**config.mk**
```make
export PLATFORM = sky130hd
export DESIGN_NAME = hash_insert_chaining_with_replace_unit
export DESIGN_NICKNAME = d
export VERILOG_FILES = /design/src/rtl/hic_pkg.sv /design/src/rtl/hash_insert_chaining_with_replace_unit.sv /design/src/rtl/hic_mod.sv /design/src/rtl/hic_dp.sv /design/src/rtl/hic_ctrl.sv
export VERILOG_INCLUDE_DIRS = /design/src /design/src/rtl
export SDC_FILE = /design/constraint.sdc
export NUM_CORES = 2
export LEC_CHECK = 0
export BUFFER_PORTS_ARGS = -buffer_cell sky130_fd_sc_hd__buf_4
export CORE_AREA = 3 3 433 435
export CTS_BUF_LIST = sky130_fd_sc_hd__clkbuf_8
export CTS_CLUSTER_DIAMETER = 150
export DETAILED_ROUTE_END_ITERATION = 6
export DIE_AREA = 0 0 436 438
export PLACE_DENSITY = 0.64
export SLEW_MARGIN = 10
export SYNTH_ARGS = -nofsm -noshare
export SYNTH_HDL_FRONTEND = slang
export SYNTH_SLANG_ARGS = --single-unit
```
**constraint.sdc**
```tcl
create_clock -name clk -period 15.9 [get_ports clk]
set_clock_uncertainty 0.1 [all_clocks]
set_input_delay 3.18 -clock clk [delete_from_list [all_inputs] [get_ports clk]]
set_output_delay 3.18 -clock clk [all_outputs]
set_load 0.005 [all_outputs]
```
**src/rtl/hash_insert_chaining_with_replace_unit_assert.svh**
```systemverilog
// assertion macros for the hash insert unit
`ifndef HASH_INSERT_CHAINING_WITH_REPLACE_UNIT_ASSERT_SVH
`define HASH_INSERT_CHAINING_WITH_REPLACE_UNIT_ASSERT_SVH

`ifndef SYNTHESIS

`define HIC_ASSERT_IMP(label, clk, rst, ante, cons) \
  label: assert property (@(posedge clk) disable iff (rst) (ante) |-> (cons)) \
    else $error("hash unit check failed");

`define HIC_ASSERT_NXT(label, clk, rst, ante, cons) \
  label: assert property (@(posedge clk) disable iff (rst) (ante) |=> (cons)) \
    else $error("hash unit check failed");

`else

`define HIC_ASSERT_IMP(label, clk, rst, ante, cons)

`define HIC_ASSERT_NXT(label, clk, rst, ante, cons)

`endif

`endif

```
**src/rtl/hic_pkg.sv**
```systemverilog
// shared types and constants for the hash insert unit
package hic_pkg;

  localparam int SLOTS     = 16;
  localparam int KEY_W     = 32;
  localparam int PAY_W     = 64;
  localparam int IDX_W     = $clog2(SLOTS);
  localparam int LINK_W    = IDX_W + 1;
  localparam int STAT_W    = 2;
  localparam int MOD_STEP  = 4;

  localparam logic ACT_INSERT = 1'b0;
  localparam logic ACT_READ   = 1'b1;

  localparam logic [STAT_W-1:0] ST_INSERTED = 2'd0;
  localparam logic [STAT_W-1:0] ST_FULL     = 2'd1;
  localparam logic [STAT_W-1:0] ST_READ     = 2'd2;

  typedef enum logic [4:0] {
    S_IDLE,
    S_HASH_NEW,
    S_HASH_NEW_WAIT,
    S_FETCH,
    S_DECIDE,
    S_HASH_OLD,
    S_HASH_OLD_WAIT,
    S_WALK,
    S_WALK_WAIT,
    S_PROBE_CH,
    S_CH_WRITE,
    S_CH_LINK,
    S_PROBE_EV,
    S_EV_MOVE,
    S_EV_RELINK,
    S_EV_HOME,
    S_DONE_READ,
    S_DONE_HOME,
    S_DONE_PROBE,
    S_DONE_FULL
  } state_t;

  typedef enum logic [2:0] {
    WR_NONE,
    WR_HOME,
    WR_TAIL,
    WR_LINK,
    WR_MOVE,
    WR_RELINK
  } wr_t;

  typedef enum logic [1:0] {
    RES_READ,
    RES_HOME,
    RES_PROBE,
    RES_FULL
  } res_t;

  typedef struct packed {
    logic load;
    logic hash_start;
    logic hash_held;
    logic cur_from_hash;
    logic hold;
    logic walk_init;
    logic walk_step;
    logic probe_init;
    logic probe_step;
    wr_t  wr;
    logic res_load;
    res_t res;
  } cmd_t;

  typedef struct packed {
    logic is_read;
    logic home_used;
    logic hash_busy;
    logic home_match;
    logic walk_more;
    logic probe_free;
    logic probe_last;
  } sts_t;

endpackage

```
**src/rtl/hash_insert_chaining_with_replace_unit.sv**
```systemverilog
// top level of the hash table insert unit with chaining and replacement
// one request at a time; a read goes through fetch and decide before its result is loaded
// an insert to a free home writes it after hashing the key; otherwise the old record's key is
// hashed too, then the chain is walked one step at a time and slots are probed one by one
// a new request is taken while the previous result waits in the output register
// synchronous reset clears the used marks at once; no clearing pass
module hash_insert_chaining_with_replace_unit (
  input  logic                         clk,
  input  logic                         rst,
  input  logic                         in_valid,
  output logic                         in_stall,
  input  logic                         action,
  input  logic [hic_pkg::KEY_W-1:0]    key,
  input  logic [hic_pkg::PAY_W-1:0]    payload,
  input  logic [hic_pkg::IDX_W-1:0]    read_slot,
  output logic                         out_valid,
  input  logic                         out_stall,
  output logic [hic_pkg::STAT_W-1:0]   status,
  output logic [hic_pkg::IDX_W-1:0]    slot_index,
  output logic                         slot_used,
  output logic [hic_pkg::KEY_W-1:0]    slot_key_out,
  output logic [hic_pkg::PAY_W-1:0]    slot_payload_out,
  output logic [hic_pkg::LINK_W-1:0]   prev_link,
  output logic [hic_pkg::LINK_W-1:0]   next_link
);
  import hic_pkg::*;

  cmd_t cmd;
  sts_t sts;

  hic_ctrl u_ctrl (
    .clk      (clk),
    .rst      (rst),
    .in_valid (in_valid),
    .in_stall (in_stall),
    .action   (action),
    .out_valid(out_valid),
    .out_stall(out_stall),
    .cmd      (cmd),
    .sts      (sts)
  );

  hic_dp u_dp (
    .clk             (clk),
    .rst             (rst),
    .cmd             (cmd),
    .sts             (sts),
    .action          (action),
    .key             (key),
    .payload         (payload),
    .read_slot       (read_slot),
    .status          (status),
    .slot_index      (slot_index),
    .slot_used       (slot_used),
    .slot_key_out    (slot_key_out),
    .slot_payload_out(slot_payload_out),
    .prev_link       (prev_link),
    .next_link       (next_link)
  );

endmodule

```
**src/rtl/hic_mod.sv**
```systemverilog
// remainder of a key by the slot count: weighted nibble fold, then compare and subtract
module hic_mod (
  input  logic                            clk,
  input  logic                            rst,
  input  logic                            start,
  input  logic [hic_pkg::KEY_W-1:0]       value,
  output logic                            busy,
  output logic [hic_pkg::IDX_W-1:0]       rem
);
  import hic_pkg::*;

  localparam int Chunks = KEY_W / MOD_STEP;
  localparam int QW     = $clog2(Chunks) + MOD_STEP;
  localparam int Sub    = (QW + 1) / 2;
  localparam int AW     = IDX_W + 2 * Sub + 1;

  function automatic int fold_weight(input int pos);
    int w;
    w = 1 % SLOTS;
    for (int n = 0; n < pos; n++) begin
      w = (w * (1 << MOD_STEP)) % SLOTS;
    end
    return w;
  endfunction

  logic [AW-1:0] term [Chunks];
  logic [AW-1:0] fold;
  logic [AW-1:0] acc;
  logic [AW-1:0] acc_next;
  logic [AW-1:0] t;
  logic [AW-1:0] d;
  logic          phase;

  for (genvar g = 0; g < Chunks; g++) begin : g_term
    localparam logic [AW-1:0] Weight = AW'(fold_weight(g));
    assign term[g] = AW'(value[g*MOD_STEP +: MOD_STEP]) * Weight;
  end

  always_comb begin
    fold = '0;
    for (int i = 0; i < Chunks; i++) begin
      fold = fold + term[i];
    end
  end

  always_comb begin
    t = acc;
    d = '0;
    for (int i = 0; i < Sub; i++) begin
      d = phase ? (AW'(SLOTS) << (Sub - 1 - i)) : (AW'(SLOTS) << (2 * Sub - 1 - i));
      if (t >= d) begin
        t = t - d;
      end
    end
    acc_next = t;
  end

  always_ff @(posedge clk) begin
    if (rst) begin
      busy  <= 1'b0;
      phase <= 1'b0;
    end else if (start) begin
      busy  <= 1'b1;
      phase <= 1'b0;
    end else if (busy) begin
      phase <= 1'b1;
      if (phase) begin
        busy <= 1'b0;
      end
    end
  end

  always_ff @(posedge clk) begin
    if (start) begin
      acc <= fold;
    end else if (busy) begin
      acc <= acc_next;
    end
  end

  assign rem = acc[IDX_W-1:0];

endmodule

```
**src/rtl/hic_dp.sv**
```systemverilog
// datapath: slot memories, used marks, walk and probe pointers, result register
module hic_dp (
  input  logic                         clk,
  input  logic                         rst,
  input  hic_pkg::cmd_t                cmd,
  output hic_pkg::sts_t                sts,
  input  logic                         action,
  input  logic [hic_pkg::KEY_W-1:0]    key,
  input  logic [hic_pkg::PAY_W-1:0]    payload,
  input  logic [hic_pkg::IDX_W-1:0]    read_slot,
  output logic [hic_pkg::STAT_W-1:0]   status,
  output logic [hic_pkg::IDX_W-1:0]    slot_index,
  output logic                         slot_used,
  output logic [hic_pkg::KEY_W-1:0]    slot_key_out,
  output logic [hic_pkg::PAY_W-1:0]    slot_payload_out,
  output logic [hic_pkg::LINK_W-1:0]   prev_link,
  output logic [hic_pkg::LINK_W-1:0]   next_link
);
  import hic_pkg::*;

  localparam int Slots = SLOTS;
  localparam int IW = $clog2(Slots);
  localparam int LW = IW + 1;
  localparam logic [LW-1:0] NoLink = LW'(Slots);

  logic [KEY_W-1:0] key_mem [Slots];
  logic [PAY_W-1:0] pay_mem [Slots];
  logic [LW-1:0]    prev_mem [Slots];
  logic [LW-1:0]    next_mem [Slots];
  logic [Slots-1:0] used;

  logic [KEY_W-1:0] rd_key;
  logic [PAY_W-1:0] rd_pay;
  logic [LW-1:0]    rd_prev;
  logic [LW-1:0]    rd_next;

  logic             is_read;
  logic             oob;
  logic [KEY_W-1:0] key_r;
  logic [PAY_W-1:0] pay_r;
  logic [IW-1:0]    cur;
  logic [IW-1:0]    r;
  logic [IW-1:0]    cnt;
  logic [IW:0]      steps;
  logic [KEY_W-1:0] hkey;
  logic [PAY_W-1:0] hpay;
  logic [LW-1:0]    hprev;
  logic [LW-1:0]    hnext;

  logic             rd_used;
  logic [IW-1:0]    cur_wrap;
  logic [IW-1:0]    r_wrap;

  logic             hash_busy;
  logic [IW-1:0]    hash_rem;
  logic [KEY_W-1:0] hash_val;

  logic             kp_we;
  logic [IW-1:0]    kp_wa;
  logic [KEY_W-1:0] k_wd;
  logic [PAY_W-1:0] p_wd;
  logic             pv_we;
  logic [IW-1:0]    pv_wa;
  logic [LW-1:0]    pv_wd;
  logic             nx_we;
  logic [IW-1:0]    nx_wa;
  logic [LW-1:0]    nx_wd;

  assign hash_val = cmd.hash_held ? hkey : key_r;

  hic_mod u_mod (
    .clk  (clk),
    .rst  (rst),
    .start(cmd.hash_start),
    .value(hash_val),
    .busy (hash_busy),
    .rem  (hash_rem)
  );

  assign rd_used  = used[cur] && !oob;
  assign cur_wrap = (cur == IW'(Slots - 1)) ? '0 : cur + IW'(1);
  assign r_wrap   = (r == IW'(Slots - 1)) ? '0 : r + IW'(1);

  always_comb begin
    sts.is_read    = is_read;
    sts.home_used  = used[cur];
    sts.hash_busy  = hash_busy;
    sts.home_match = (hash_rem == cur);
    sts.walk_more  = (rd_next < NoLink) && (steps < (IW + 1)'(Slots));
    sts.probe_free = !used[r];
    sts.probe_last = (cnt == IW'(1));
  end

  // request registers and pointers
  always_ff @(posedge clk) begin
    if (cmd.load) begin
      is_read <= (action == ACT_READ);
      key_r   <= key;
      pay_r   <= payload;
      cur     <= IW'(read_slot);
      oob     <= (32'(read_slot) >= 32'(Slots));
    end else if (cmd.cur_from_hash) begin
      cur <= hash_rem;
      oob <= 1'b0;
    end else if (cmd.walk_step) begin
      cur <= rd_next[IW-1:0];
    end
    if (cmd.walk_init) begin
      steps <= '0;
    end else if (cmd.walk_step) begin
      steps <= steps + (IW + 1)'(1);
    end
    if (cmd.probe_init) begin
      r   <= cur_wrap;
      cnt <= IW'(Slots - 1);
    end else if (cmd.probe_step) begin
      r   <= r_wrap;
      cnt <= cnt - IW'(1);
    end
    if (cmd.hold) begin
      hkey  <= rd_key;
      hpay  <= rd_pay;
      hprev <= rd_prev;
      hnext <= rd_next;
    end
  end

  // write port selection
  always_comb begin
    kp_we = 1'b0;
    kp_wa = cur;
    k_wd  = key_r;
    p_wd  = pay_r;
    pv_we = 1'b0;
    pv_wa = cur;
    pv_wd = NoLink;
    nx_we = 1'b0;
    nx_wa = cur;
    nx_wd = NoLink;
    unique case (cmd.wr)
      WR_NONE: begin
      end
      WR_HOME: begin
        kp_we = 1'b1;
        pv_we = 1'b1;
        nx_we = 1'b1;
      end
      WR_TAIL: begin
        kp_we = 1'b1;
        kp_wa = r;
        pv_we = 1'b1;
        pv_wa = r;
        pv_wd = LW'(cur);
        nx_we = 1'b1;
        nx_wa = r;
      end
      WR_LINK: begin
        nx_we = 1'b1;
        nx_wd = LW'(r);
      end
      WR_MOVE: begin
        kp_we = 1'b1;
        kp_wa = r;
        k_wd  = hkey;
        p_wd  = hpay;
        pv_we = 1'b1;
        pv_wa = r;
        pv_wd = hprev;
        nx_we = 1'b1;
        nx_wa = r;
        nx_wd = hnext;
      end
      WR_RELINK: begin
        nx_we = (hprev < NoLink);
        nx_wa = hprev[IW-1:0];
        nx_wd = LW'(r);
        pv_we = (hnext < NoLink);
        pv_wa = hnext[IW-1:0];
        pv_wd = LW'(r);
      end
      default: begin
      end
    endcase
  end

  always_ff @(posedge clk) begin
    if (kp_we) begin
      key_mem[kp_wa] <= k_wd;
      pay_mem[kp_wa] <= p_wd;
    end
    rd_key <= key_mem[cur];
    rd_pay <= pay_mem[cur];
  end

  always_ff @(posedge clk) begin
    if (pv_we) begin
      prev_mem[pv_wa] <= pv_wd;
    end
    rd_prev <= prev_mem[cur];
  end

  always_ff @(posedge clk) begin
    if (nx_we) begin
      next_mem[nx_wa] <= nx_wd;
    end
    rd_next <= next_mem[cur];
  end

  always_ff @(posedge clk) begin
    if (rst) begin
      used <= '0;
    end else begin
      unique case (cmd.wr)
        WR_HOME:           used[cur] <= 1'b1;
        WR_TAIL, WR_MOVE:  used[r]   <= 1'b1;
        default: begin
        end
      endcase
    end
  end

  // result register
  always_ff @(posedge clk) begin
    if (cmd.res_load) begin
      slot_used        <= 1'b0;
      slot_key_out     <= '0;
      slot_payload_out <= '0;
      prev_link        <= '0;
      next_link        <= '0;
      unique case (cmd.res)
        RES_READ: begin
          status     <= ST_READ;
          slot_index <= IDX_W'(cur);
          slot_used  <= rd_used;
          if (rd_used) begin
            slot_key_out     <= rd_key;
            slot_payload_out <= rd_pay;
            prev_link        <= LINK_W'(rd_prev);
            next_link        <= LINK_W'(rd_next);
          end else begin
            prev_link <= LINK_W'(NoLink);
            next_link <= LINK_W'(NoLink);
          end
        end
        RES_HOME: begin
          status     <= ST_INSERTED;
          slot_index <= IDX_W'(cur);
        end
        RES_PROBE: begin
          status     <= ST_INSERTED;
          slot_index <= IDX_W'(r);
        end
        RES_FULL: begin
          status     <= ST_FULL;
          slot_index <= '0;
        end
        default: begin
          status     <= ST_FULL;
          slot_index <= '0;
        end
      endcase
    end
  end

endmodule

```
**src/rtl/hic_ctrl.sv**
```systemverilog
// controller: sequences hashing, chain walk, probing and slot writes
`include "hash_insert_chaining_with_replace_unit_assert.svh"

module hic_ctrl (
  input  logic           clk,
  input  logic           rst,
  input  logic           in_valid,
  output logic           in_stall,
  input  logic           action,
  output logic           out_valid,
  input  logic           out_stall,
  output hic_pkg::cmd_t  cmd,
  input  hic_pkg::sts_t  sts
);
  import hic_pkg::*;

  state_t state;
  state_t state_next;
  logic   out_free;

  assign out_free = !out_valid || !out_stall;

  always_ff @(posedge clk) begin
    if (rst) begin
      state     <= S_IDLE;
      out_valid <= 1'b0;
    end else begin
      state     <= state_next;
      out_valid <= cmd.res_load || (out_valid && out_stall);
    end
  end

  always_comb begin
    state_next = state;
    in_stall   = 1'b1;
    cmd        = '0;
    cmd.wr     = WR_NONE;
    cmd.res    = RES_READ;
    unique case (state)
      S_IDLE: begin
        in_stall = 1'b0;
        if (in_valid) begin
          cmd.load   = 1'b1;
          state_next = (action == ACT_READ) ? S_FETCH : S_HASH_NEW;
        end
      end
      S_HASH_NEW: begin
        cmd.hash_start = 1'b1;
        state_next     = S_HASH_NEW_WAIT;
      end
      S_HASH_NEW_WAIT: begin
        if (!sts.hash_busy) begin
          cmd.cur_from_hash = 1'b1;
          state_next        = S_FETCH;
        end
      end
      S_FETCH: begin
        state_next = S_DECIDE;
      end
      S_DECIDE: begin
        priority if (sts.is_read) begin
          state_next = S_DONE_READ;
        end else if (!sts.home_used) begin
          cmd.wr     = WR_HOME;
          state_next = S_DONE_HOME;
        end else begin
          cmd.hold   = 1'b1;
          state_next = S_HASH_OLD;
        end
      end
      S_HASH_OLD: begin
        cmd.hash_start = 1'b1;
        cmd.hash_held  = 1'b1;
        state_next     = S_HASH_OLD_WAIT;
      end
      S_HASH_OLD_WAIT: begin
        if (!sts.hash_busy) begin
          if (sts.home_match) begin
            cmd.walk_init = 1'b1;
            state_next    = S_WALK;
          end else begin
            cmd.probe_init = 1'b1;
            state_next     = S_PROBE_EV;
          end
        end
      end
      S_WALK: begin
        if (sts.walk_more) begin
          cmd.walk_step = 1'b1;
          state_next    = S_WALK_WAIT;
        end else begin
          cmd.probe_init = 1'b1;
          state_next     = S_PROBE_CH;
        end
      end
      S_WALK_WAIT: begin
        state_next = S_WALK;
      end
      S_PROBE_CH: begin
        priority if (sts.probe_free) begin
          state_next = S_CH_WRITE;
        end else if (sts.probe_last) begin
          state_next = S_DONE_FULL;
        end else begin
          cmd.probe_step = 1'b1;
        end
      end
      S_CH_WRITE: begin
        cmd.wr     = WR_TAIL;
        state_next = S_CH_LINK;
      end
      S_CH_LINK: begin
        cmd.wr     = WR_LINK;
        state_next = S_DONE_PROBE;
      end
      S_PROBE_EV: begin
        priority if (sts.probe_free) begin
          state_next = S_EV_MOVE;
        end else if (sts.probe_last) begin
          state_next = S_DONE_FULL;
        end else begin
          cmd.probe_step = 1'b1;
        end
      end
      S_EV_MOVE: begin
        cmd.wr     = WR_MOVE;
        state_next = S_EV_RELINK;
      end
      S_EV_RELINK: begin
        cmd.wr     = WR_RELINK;
        state_next = S_EV_HOME;
      end
      S_EV_HOME: begin
        cmd.wr     = WR_HOME;
        state_next = S_DONE_HOME;
      end
      S_DONE_READ: begin
        cmd.res = RES_READ;
        if (out_free) begin
          cmd.res_load = 1'b1;
          state_next   = S_IDLE;
        end
      end
      S_DONE_HOME: begin
        cmd.res = RES_HOME;
        if (out_free) begin
          cmd.res_load = 1'b1;
          state_next   = S_IDLE;
        end
      end
      S_DONE_PROBE: begin
        cmd.res = RES_PROBE;
        if (out_free) begin
          cmd.res_load = 1'b1;
          state_next   = S_IDLE;
        end
      end
      S_DONE_FULL: begin
        cmd.res = RES_FULL;
        if (out_free) begin
          cmd.res_load = 1'b1;
          state_next   = S_IDLE;
        end
      end
      default: begin
        state_next = S_IDLE;
      end
    endcase
  end

  `HIC_ASSERT_NXT(a_result_shown, clk, rst, cmd.res_load, out_valid)
  `HIC_ASSERT_NXT(a_hash_running, clk, rst, cmd.hash_start, sts.hash_busy)
  `HIC_ASSERT_NXT(a_request_held, clk, rst, in_valid && !in_stall, state != S_IDLE)
  `HIC_ASSERT_IMP(a_no_load_blocked, clk, rst, cmd.res_load && out_valid, !out_stall)

endmodule

```
==> metrics.txt <==
# TYPE chip_impl_metric gauge
chip_impl_metric{name="fin_crit",unit="ps"} 6210
chip_impl_metric{name="yosysSeqAreaShare",unit="%"} 78.8
chip_impl_metric{name="xor_and_xnor_area_share_after_synthesis",unit="%"} 0.152
chip_impl_info{name="critical_path.endpoint_type",value="flip-flop"} 1
chip_impl_metric{name="nNetsFinal",unit=""} 4100
chip_impl_metric{name="p_leak",unit="nW"} 29.5
chip_impl_metric{name="worstPathArrival",unit="ps"} 6670
chip_impl_metric{name="syn_avg_cell_area",unit="µm²"} 23.0
chip_impl_metric{name="die_width",unit="µm"} 436
chip_impl_metric{name="largest_net_degree_at_the_start_of_global_routing",unit=""} 132
chip_impl_metric{name="power.share.sequential",unit="%"} 48.7
chip_impl_info{name="critical_path_start_type",value="flip-flop"} 1
chip_impl_metric{name="seqCellArea",unit="mm²"} 0.0636
chip_impl_info{name="unrepaired_setup_endpoints_after_global_routing",value="no"} 1
chip_impl_metric{name="clkSlewWorstSetupHoldPaths",unit="ps"} 60
chip_impl_info{name="synth_top_family_by_area",value="multiplexers"} 1
chip_impl_metric{name="num_vias",unit=""} 37400
chip_impl_info{name="most_common_cell_after_layout_fill_and_taps_aside",value="sky130_fd_sc_hd__edfxtp_1"} 1
chip_impl_metric{name="multiplexer_fraction_of_the_synthesized_cell_area",unit="%"} 16.7
chip_impl_metric{name="compound_gate_fraction_of_synth_area",unit="%"} 0.996
chip_impl_metric{name="number_of_h_tree_levels",unit=""} 5
chip_impl_metric{name="num_rows",unit=""} 157
chip_impl_metric{name="route.antenna.remaining_nets",unit=""} 0
chip_impl_metric{name="drt_first_iter_violations",unit=""} 3453
chip_impl_metric{name="drtPass1Iterations",unit=""} 7
chip_impl_metric{name="max-clock-path-buffers",unit=""} 4
chip_impl_metric{name="p_clk_share",unit="%"} 30.7
chip_impl_metric{name="floorplan.initialDensity",unit="%"} 43.9
chip_impl_metric{name="cts_buf_count",unit=""} 359
chip_impl_info{name="tritoncts",value="done"} 1
chip_impl_metric{name="pwr-share-comb",unit="%"} 20.5
chip_impl_metric{name="first_global_vias",unit=""} 39400
chip_impl_metric{name="synth_edf_count",unit=""} 2024
chip_impl_metric{name="cts.sinks",unit=""} 2163
chip_impl_metric{name="design.die.area",unit="mm²"} 0.191
chip_impl_metric{name="max_slew_margin",unit="%"} 21.7
chip_impl_metric{name="post_layout_inst_area",unit="mm²"} 0.0919
chip_impl_metric{name="remaining_drc_errors",unit=""} 0
chip_impl_metric{name="detail_route.wirelength",unit="µm"} 183000
chip_impl_metric{name="irDropWorstVdd",unit="V"} 0.000156
chip_impl_info{name="final_cell_mix",value="2024 x sky130_fd_sc_hd__edfxtp_1, 534 x sky130_fd_sc_hd__mux4_2, 395 x sky130_fd_sc_hd__clkbuf_8"} 1
chip_impl_metric{name="tightest_slew",unit="ps"} 1170
chip_impl_metric{name="cts_post_setup_buffers_inserted",unit=""} 0
chip_impl_metric{name="placed_cell_area",unit="mm²"} 0.0854
chip_impl_metric{name="hold_ws",unit="ps"} 281
chip_impl_metric{name="power_switching",unit="mW"} 3.88
chip_impl_metric{name="place_hpwl",unit="µm"} 98200
chip_impl_metric{name="io_pins",unit=""} 220
chip_impl_metric{name="final_max_slew_viol_count",unit=""} 0
chip_impl_metric{name="yosys.area_share.adder",unit="%"} 0.171
chip_impl_metric{name="syn2layout_area_growth",unit="%"} 14.0
chip_impl_metric{name="synthArstFlopShare",unit="%"} 0
chip_impl_metric{name="number_of_gates_resized_after_cts",unit=""} 0
chip_impl_metric{name="postCtsHoldBufs",unit=""} 0
chip_impl_metric{name="final_min_period_over_clock_period",unit="%"} 39.1
chip_impl_metric{name="final_layout_size_suffix_gt1_share",unit="%"} 33.0
chip_impl_metric{name="tns",unit="ps"} 0
chip_impl_metric{name="netlist_area",unit="mm²"} 0.0806
chip_impl_metric{name="core_area",unit="mm²"} 0.183
chip_impl_metric{name="overflow_after_grt",unit=""} 0
chip_impl_metric{name="average_via_count_per_standard_cell",unit=""} 5.55
chip_impl_metric{name="filler_cell_count",unit=""} 14600
chip_impl_metric{name="r2r_setup_slack",unit="ps"} 9690
chip_impl_info{name="root_buffer",value="sky130_fd_sc_hd__clkbuf_8"} 1
chip_impl_metric{name="syn-instance-count",unit=""} 3507
chip_impl_metric{name="timing.final.hold_violations",unit=""} 0
chip_impl_metric{name="crit_path_max_fanout",unit=""} 45
chip_impl_metric{name="final_core_utilization",unit="%"} 50.1
chip_impl_metric{name="place.port_buffers",unit=""} 219
chip_impl_metric{name="switching_share",unit="%"} 27.0
chip_impl_metric{name="synth-seq-cells",unit=""} 2163
chip_impl_metric{name="cell_internal_pwr",unit="mW"} 10.5
chip_impl_metric{name="globalplace.congestion",unit=""} 0.790
chip_impl_metric{name="cp.required",unit="ps"} 16360
chip_impl_metric{name="yosysUniqueCellTypes",unit=""} 63
chip_impl_metric{name="setup_viol",unit=""} 0
chip_impl_metric{name="die_y",unit="µm"} 438
chip_impl_metric{name="drt-wirelength-per-cell",unit="µm"} 27.2
chip_impl_metric{name="worstSkewPairLatency",unit="ps"} 1010
chip_impl_metric{name="max_cap_check_violation_count",unit=""} 0
chip_impl_metric{name="synth_simple_gate_area_share",unit="%"} 2.24
chip_impl_metric{name="yosysWarningCount",unit=""} 0
chip_impl_info{name="postSynth.topFlopCell",value="sky130_fd_sc_hd__edfxtp_1"} 1
chip_impl_info{name="hold_class",value="flip-flop to flip-flop"} 1
chip_impl_metric{name="grt_pass1_wl",unit="µm"} 270000
chip_impl_info{name="outcome",value="complete, no violations"} 1
chip_impl_metric{name="achievable-frequency",unit="MHz"} 161
chip_impl_metric{name="area_of_the_multi_input_gates",unit="mm²"} 0.0164
chip_impl_info{name="critPathKind",value="flip-flop to flip-flop"} 1
chip_impl_metric{name="initial_antenna_violation_count",unit=""} 4
chip_impl_metric{name="powerDensity",unit="mW/mm²"} 156
chip_impl_metric{name="postSynthNetCount",unit=""} 3623
chip_impl_metric{name="combined_global_route_utilization_of_all_metal_layers",unit="%"} 19.2
routing by layer:
| layer | GRT usage [%] | up-vias | part of all wire [%] |
|---|---|---|---|
| li1 | - | 15700 | - |
| met1 | 26.6 | 20100 | 42 |
| met2 | 31.4 | 1385 | 50 |
| met3 | 3.49 | 259 | 6.1 |
| met4 | 5.41 | 0 | 2.1 |
| met5 | 0 | - | 0 |
worst max-delay path: stages, from the launching register on:
cell and delay, ps:
sky130_fd_sc_hd__edfxtp_1 980, sky130_fd_sc_hd__buf_4 810, sky130_fd_sc_hd__mux4_2 460, sky130_fd_sc_hd__a221o_1 580
sky130_fd_sc_hd__nand2_1 410, sky130_fd_sc_hd__nor2_4 730, sky130_fd_sc_hd__buf_4 760, sky130_fd_sc_hd__buf_4 750
power by group through the flow:
stage / logic [mW] / registers, mW / clock network [mW]
after global placement: 2.98 / 7.14 / 0
after floorplan: 2.27 / 6.94 / 0
final: 2.95 / 7.01 / 4.42
after global routing: 3.18 / 7.02 / 4.81
after detailed placement: 3.01 / 7.14 / 0
after CTS: 3.02 / 7.02 / 4.54
kinds of logic (layout without fill, tap and decap cells):
logic type,Yosys count,count (layout)
muxes,656,656
other,0,5
AOI/OAI and AO/OA,119,119
buffers and inverters,192,948
adders and majority gates,11,11
xor gates and xnor gates,14,14
DFF,2163,2163
and+or+nand+nor,352,352
stage by stage:
stage / total power [mW] / setup slack [ps] / cells
after detailed placement: 10.1 / 9780 / 6087
after global placement: 10.1 / 9860 / 6087
after global routing: 15.0 / 9520 / 6729
after CTS: 14.6 / 9710 / 6727
after floorplan: 9.22 / 3040 / 3507
final: 14.4 / 9690 / 6732
final timing paths:
check                                            to             from  cells after the start
worst max-delay path            u_dp.key_mem[7][20]      u_dp.cur[2]                      7
worst min-delay path                  u_dp.hpay[54]  u_dp.rd_pay[54]                      0
worst max register to register  u_dp.key_mem[7][20]      u_dp.cur[2]                      7
worst min register to register        u_dp.hpay[54]  u_dp.rd_pay[54]                      0
state kept, by name, summed over array words and instances, names as in the netlist, 16 cells and up:
name,count
u_dp.hpay,64
u_dp.next_mem,80
u_dp.prev_mem,80
u_dp.pay_mem,1024
u_dp.key_r,32
u_dp.slot_key_out,32
u_dp.rd_pay,64
u_dp.hkey,32
u_dp.slot_payload_out,64
u_dp.used,16
u_dp.rd_key,32
u_dp.key_mem,512
u_dp.pay_r,64
synth_stat cells (all sizes together) (5+ instances only):
master,number,area (µm²)
edfxtp,2024,60800
mux4,537,12100
dfxtp,139,2780
and2,106,666
mux2,105,1180
clkbuf,100,379
nor2,93,357
buf,74,312
nand2,68,255
a21oi,35,179
o21ai,25,125
nand3,24,120
inv,18,67.6
nor3,18,90.1
mux2i,14,140
a31oi,11,68.8
ha,11,138
xnor2,10,87.6
nand2b,8,50.1
nor2b,7,43.8
a22oi,6,45.0
nand4,6,37.5
a221oi,5,67.6
nor4,5,37.5
final cells by class:
class                      instances  area share (%)
sequential                      2163            69.2
antenna                            5          0.0136
timing repair buffer             290            2.42
clock buffer                     395            5.92
inverter                          18          0.0790
clock inverter                   245            1.16
multi-input combinational       1152            17.9
tap                             2464            3.35
Note: power is estimated with default switching activity, not from simulation.
